### src/design/rsi_pkg.sv
// rsi_pkg: shared defaults for the ray / sphere intersection pipeline
`default_nettype none
package rsi_pkg;
    localparam int unsigned CoordWidthDef = 32;
    localparam int unsigned FracBitsDef   = 16;
endpackage
`default_nettype wire

### src/design/rsi_sqrt.sv
// rsi_sqrt: pipelined integer square root, one result bit per stage
`default_nettype none
module rsi_sqrt #(
    parameter int unsigned IN_W   = 64,
    parameter int unsigned SIDE_W = 1
) (
    input  wire logic                i_clk,
    input  wire logic                i_rst_n,
    input  wire logic                i_vld,
    input  wire logic [IN_W-1:0]     i_rad,
    input  wire logic [SIDE_W-1:0]   i_side,
    output logic                     o_vld,
    output logic [IN_W/2-1:0]        o_root,
    output logic [SIDE_W-1:0]        o_side
);
    import rsi_pkg::*;

    localparam int unsigned R  = IN_W / 2;
    localparam int unsigned RW = R + 3;

    logic              s_vld  [R+1];
    logic [RW-1:0]     s_rem  [R+1];
    logic [R-1:0]      s_root [R+1];
    logic [IN_W-1:0]   s_rad  [R+1];
    logic [SIDE_W-1:0] s_side [R+1];

    logic              r_vld  [R];
    logic [RW-1:0]     r_rem  [R];
    logic [R-1:0]      r_root [R];
    logic [IN_W-1:0]   r_rad  [R];
    logic [SIDE_W-1:0] r_side [R];

    assign s_vld[0]  = i_vld;
    assign s_rem[0]  = '0;
    assign s_root[0] = '0;
    assign s_rad[0]  = i_rad;
    assign s_side[0] = i_side;

    for (genvar k = 0; k < R; k++) begin : g_step
        logic [RW-1:0] n_acc;
        logic [RW-1:0] n_trial;
        logic [RW-1:0] n_rem;
        logic [R-1:0]  n_root;

        always_comb begin
            n_acc   = {s_rem[k][RW-3:0], s_rad[k][IN_W-1 -: 2]};
            n_trial = {1'b0, s_root[k], 2'b01};
            if (n_acc >= n_trial) begin
                n_rem  = n_acc - n_trial;
                n_root = {s_root[k][R-2:0], 1'b1};
            end else begin
                n_rem  = n_acc;
                n_root = {s_root[k][R-2:0], 1'b0};
            end
        end

        always_ff @(posedge i_clk) begin
            if (!i_rst_n) begin
                r_vld[k] <= 1'b0;
            end else begin
                r_vld[k] <= s_vld[k];
            end
        end

        always_ff @(posedge i_clk) begin
            r_rem[k]  <= n_rem;
            r_root[k] <= n_root;
            r_rad[k]  <= s_rad[k] << 2;
            r_side[k] <= s_side[k];
        end

        assign s_vld[k+1]  = r_vld[k];
        assign s_rem[k+1]  = r_rem[k];
        assign s_root[k+1] = r_root[k];
        assign s_rad[k+1]  = r_rad[k];
        assign s_side[k+1] = r_side[k];
    end

    assign o_vld  = s_vld[R];
    assign o_root = s_root[R];
    assign o_side = s_side[R];

    logic [IN_W:0] sq_lo;
    logic [IN_W:0] sq_hi;
    assign sq_lo = (IN_W+1)'(o_root) * (IN_W+1)'(o_root);
    assign sq_hi = ((IN_W+1)'(o_root) + 1'b1) * ((IN_W+1)'(o_root) + 1'b1);

    a_root_low: assert property (@(posedge i_clk) disable iff (!i_rst_n)
        o_vld |-> sq_lo <= (IN_W+1)'($past(i_rad, R)))
        else $error("square root too large");
    a_root_high: assert property (@(posedge i_clk) disable iff (!i_rst_n)
        o_vld |-> sq_hi > (IN_W+1)'($past(i_rad, R)))
        else $error("square root too small");
endmodule
`default_nettype wire

### config.mk
export PLATFORM = sky130hd
export DESIGN_NAME = rsi_sqrt
export DESIGN_NICKNAME = d
export VERILOG_FILES = /design/src/design/rsi_pkg.sv /design/src/design/rsi_sqrt.sv
export SDC_FILE = /design/constraint.sdc
export NUM_CORES = 2
export LEC_CHECK = 0
export BUFFER_PORTS_ARGS = -buffer_cell sky130_fd_sc_hd__buf_4
export CAP_MARGIN = 20
export CORE_MARGIN = 5
export CORE_UTILIZATION = 35
export DETAILED_ROUTE_END_ITERATION = 16
export PLACE_DENSITY = 0.55
export SLEW_MARGIN = 30
export SYNTH_ARGS = -nofsm -noshare
export SYNTH_HDL_FRONTEND = slang
export SYNTH_MEMORY_MAX_BITS = 65536
export SYNTH_SLANG_ARGS = --single-unit
### constraint.sdc
create_clock -name i_clk -period 5.8 [get_ports i_clk]
set_input_delay 0.29 -clock i_clk [delete_from_list [all_inputs] [get_ports i_clk]]
set_output_delay 0.29 -clock i_clk [all_outputs]
set_load 0.02 [all_outputs]
Word level (Yosys, flattened, before mapping)
Memory sizes are Yosys's and may differ from the RTL's.
Index checks and enable logic that the tools add are counted.
{"block": "word_totals", "register_bits": 0, "ram_bits": 4192, "input_bits": 68, "elab_cells": 199, "mem_count": 5}
{"name": "r_rad", "depth": 32, "width": 62, "rd": 31, "rd_ports_with_merged_regs": 0, "wr": 32, "line_no": "rsi_sqrt.sv:30", "source": "logic [IN_W-1:0] r_rad [R];"}
{"name": "r_rem", "depth": 32, "width": 35, "rd": 31, "rd_ports_with_merged_regs": 0, "wr": 32, "line_no": "rsi_sqrt.sv:28", "source": "logic [RW-1:0] r_rem [R];"}
{"name": "r_root", "depth": 32, "width": 32, "rd": 32, "rd_ports_with_merged_regs": 0, "wr": 32, "line_no": "rsi_sqrt.sv:29", "source": "logic [R-1:0] r_root [R];"}
{"name": "r_side", "depth": 32, "width": 1, "rd": 32, "rd_ports_with_merged_regs": 0, "wr": 32, "line_no": "rsi_sqrt.sv:31", "source": "logic [SIDE_W-1:0] r_side [R];"}
{"name": "r_vld", "depth": 32, "width": 1, "rd": 32, "rd_ports_with_merged_regs": 0, "wr": 32, "line_no": "rsi_sqrt.sv:27", "source": "logic r_vld [R];"}
{"block": "op_classes", "add_sub_neg": 32, "n_lt_le_gt_ge": 32, "n_mux": 98, "bitwise_logic": 32}
{"op": "$mux W35", "n": 32}
{"op": "$ge A35 B34 Y1", "n": 31}
{"op": "$sub A35 B34 Y35", "n": 31}
{"op": "$mux W1", "n": 66}
{"op": "$or A1 B1 Y1", "n": 32}
{"op": "$sub A2 B1 Y3 const B", "n": 1}
{"op": "$ge A2 B1 Y1 const B", "n": 1}

Longest topological paths before layout
An unclocked memory read counts as a cell.
{"block": "depth", "word_depth": 3, "mapped_depth": 15, "mapped_depth_nobuf": 13}

Least setup slack after synthesis
OpenSTA, ideal clock, no wires.
{"block": "synth_path", "path_kind": "reg-to-reg", "startpoint": "memory r_root[1][394] (netlist bit)", "endpoint": "memory r_rem[1][467] (netlist bit)", "setup_ps": 121, "t_arrival_ps": 3390, "t_required_ps": 5679, "setup_slack_ps": 2289, "path_stages_with_launch": 14, "n_path_buf": 2, "path_cell_list": "dfxtp_1 inv_1 ha_1 a2111oi_0 nor2b_1 o211ai_1 a31o_2 o41ai_1 o21ai_0 a221oi_1 and3_1 clkbuf_1 buf_2 mux2_2"}
{"item": "start: declaration", "line_no": "rsi_sqrt.sv:29"}
{"item": "end: declaration", "line_no": "rsi_sqrt.sv:28"}

==> results.md <==
* Worst-margin pin slew at 972.1 ps
* All-layer global routing usage at 14.16%
* RSZ-0062 raised after global routing: false
* Final hold vios at 0
* FF/Latch Area at 0.05121 mm2
* Arr. time, crit path at between 5000 and 6000 ps
* Routed length on met2 at between 90000 and 100000 um
* Max_slew headroom at 34.75%
* Maximum fanout along the worst path at 41
* Worst-skew pair later-pin latency at around 930 ps
* Fin nets at 10070
* Antenna-violating nets left at 0
* Synth Area per Inst at 10.19 um2
* Clock slew at reported path FFs at 60 ps
* Die height at 523.6 um
* I/O Buffers at 101
* Vias/cell at approximately 4.7
* Gp weighted congestion at 0.8685
* Register area share after synthesis at 55.46%
* Net Count, Synth at 9694
* Yosys reg bits at 2558
* Asr flop ratio synth at 0%
* Synth cell types at 84
* M1 WL at 87490 um
* Post-synth top area cell: dfxtp_1
* Global-route wire length before repair at around 320000 um
* Placed insts at 12540
* Final Skew at 92.43 ps
* Die width at 523.6 um
* DR WL/cell at 14.93 um
* Critical-path top delay cell: and3_2
* Routed WL at between 150000 and 200000 um
* Total grt overflow at 0
* Most used DFF post-synth: dfxtp_1
* Hold crit path type: primary input to register
* Setup violators final at 0
* Tcrit/Tclk final at about 80%
* Max Slew Vio Count at 0
* Fraction of layout cells with a size suffix above 1 at 7.663%
* CP Launch Type: register
* Synth area leaders: dfxtp_1, ha_1, xor2_1, xnor2_1, a21oi_1
* Max Clk Rate at roughly 0.22 GHz
* Met3 WL at 8777 um
* Starting DRT DRC Count at ~3700
* Tmin final at 4555 ps
* Filler cells at 25400
* Area share of the largest cell type after synthesis at a little under three fifths
* Clock tree buffer depth at 4
* Clock sinks at 2558
* Synth Warn # at 0
* Power per standard cell area at ~450 mW/mm2
* DRC at 0
* TNS Setup at 0 ps
* Place WS at approximately 1300 ps
* Post-DP HPWL at 147900 um
* Via count at about 62000
* DIE AREA at 0.2742 mm2
* Worst path cell trace: inv_1, ha_1, or3_1, o22ai_1, o211ai_1, a31o_2, o41ai_1, o21ai_0, a221oi_1, and3_2, buf_4, a211oi_1, a21o_1
* Top routing layer used: met4
* Initial Utilization at 35.17%
* Vias in the first global route at 62240
* Max VDD drop at roughly 0.27 mV
* First-pass iteration count of the detailed router at 6
* Area taken by multi-input logic gates at 0.03797 mm2
* Fin area at 0.1080 mm2
* EDFF count, synth at 0
* Max incr delay on CP at 710 ps
* Req. time, crit path at 6600 ps
* Num CTS Buffers at 289
* Area growth syn-to-layout at 17.01%
* Io pins at 102
* Root Buffer: clkbuf_16
* Run status: complete, no violations
* Pleak at 50.15 nW
* Synth Cell Area at 0.09233 mm2
* Placed cell areas at 0.09713 mm2
* CTS tree: yes
* Fin cells at 13160
* Row count at 188
* Overall power at 48.19 mW
* Count of max-cap constraint violations at 0
* Mapped Cells at 9065
* Worst setup EP type: register
* Top post-synthesis cells by count: dfxtp_1, inv_1, nand2_1
* H-Tree Depth at 5
* Initial antenna violation count at 1
* Top-count cell post-synth: dfxtp_1
* Pin count of the biggest net entering global routing at between 60 and 70
* Setup slack after layout at 1245 ps
* WS Path Type: register to register
* Core Region at 0.2625 mm2
==> flip-flops by register name (all words and copies together), names as in the netlist <==
name	cells
r_rem	974
r_vld	32
r_root	528
r_rad	992
r_side	32
==> repair_timing <==
item                                   CTS  global route
endpoints found under the hold margin   98             0
hold buffers                           128             0
resized for setup                        0             0
buffers inserted                         0             0
==> cell usage in the layout (no fill, tap or decap), types with 46 or more instances in the layout <==
| master | netlist | final |
|---|---|---|
| dfxtp_1 | 2558 | 2558 |
| inv_1 | 697 | 697 |
| nand2_1 | 634 | 634 |
| nor2_1 | 568 | 568 |
| ha_1 | 561 | 561 |
| a21oi_1 | 541 | 537 |
| o21ai_0 | 509 | 509 |
| xor2_1 | 407 | 407 |
| xnor2_1 | 393 | 393 |
| clkbuf_16 | 0 | 293 |
| a21o_1 | 252 | 252 |
| nor3_1 | 214 | 213 |
| nand3_1 | 144 | 142 |
| dlygate4sd3_1 | 0 | 128 |
| buf_4 | 1 | 124 |
| nand2b_1 | 116 | 116 |
| nor4_1 | 115 | 113 |
| o21a_1 | 98 | 98 |
| nand4_1 | 96 | 96 |
| nor2b_1 | 96 | 96 |
| or3_1 | 78 | 78 |
| mux2_2 | 76 | 76 |
| and2_1 | 59 | 59 |
| clkbuf_1 | 149 | 55 |
| and3_1 | 55 | 53 |
| or2_2 | 53 | 53 |
| or4_1 | 50 | 50 |
| a31oi_1 | 47 | 47 |
| o21bai_1 | 47 | 47 |
| a211oi_1 | 47 | 47 |
| clkbuf_8 | 0 | 46 |
==> power breakdown <==
group / internal [mW] / switching (mW)
clock network: 11.3 / 6.88
registers: 20.4 / 2.14
logic: 3.38 / 4.08
total: 35.1 / 13.1
==> through the flow <==
| stage | util, % | hold WS, ps |
|---|---|---|
| after global placement | 36.99 | 309.6 |
| after CTS | 41.14 | 0.5792 |
| after floorplan | - | 309.6 |
| final | 41.15 | 85.21 |
| after global routing | 41.15 | 26.07 |
| after detailed placement | 37.00 | 312.1 |
==> cell type report <==
type | instances | area share (%)
inverter | 701 | 2.436
clock inverter | 100 | 1.311
tap | 3515 | 4.071
clock buffer | 394 | 7.564
timing repair buffer | 253 | 2.062
multi-input combinational | 5638 | 35.15
antenna | 4 | 0.009265
sequential | 2558 | 47.40
==> worst max-delay path: cells and delay by family, from the launching register on <==
| family | cells | cell delay, ps |
|---|---|---|
| DFF | 1 | 320 |
| buffers and inverters | 2 | 350 |
| adders and majority gates | 1 | 220 |
| AOI/OAI and AO/OA | 8 | 2430 |
| and+or+nand+nor | 2 | 1100 |
==> final timing paths <==
kind / cells past startpoint / start / to / slack, ps
max: 13 / r_root[1][386] / r_rem[1][459] / 1240
min: 2 / i_rad[13] / r_rad[0][13] / 90
max reg2reg: 13 / r_root[1][386] / r_rem[1][459] / 1240
min reg2reg: 0 / r_rad[0][198] / r_rad[0][262] / 270
==> per-layer routing <==
metal	global-route usage [%]	up-vias
met3	2.695	384
met5	0	-
met4	4.633	0
li1	-	31660
met2	24.64	1091
met1	17.62	28940
==> cells by family after synthesis <==
group                    share of synthesized area, %
XOR/XNOR                                        7.589
adder cells (fa/ha/maj)                         7.602
buffers and inverters                           3.545
AND/OR/NAND/NOR                                 12.78
flip-flops                                      55.46
multiplexers                                    1.003
other                                        0.004062
AO/OA/AOI/OAI                                   12.01
No activity file was read; power rests on OpenSTA's default activity.
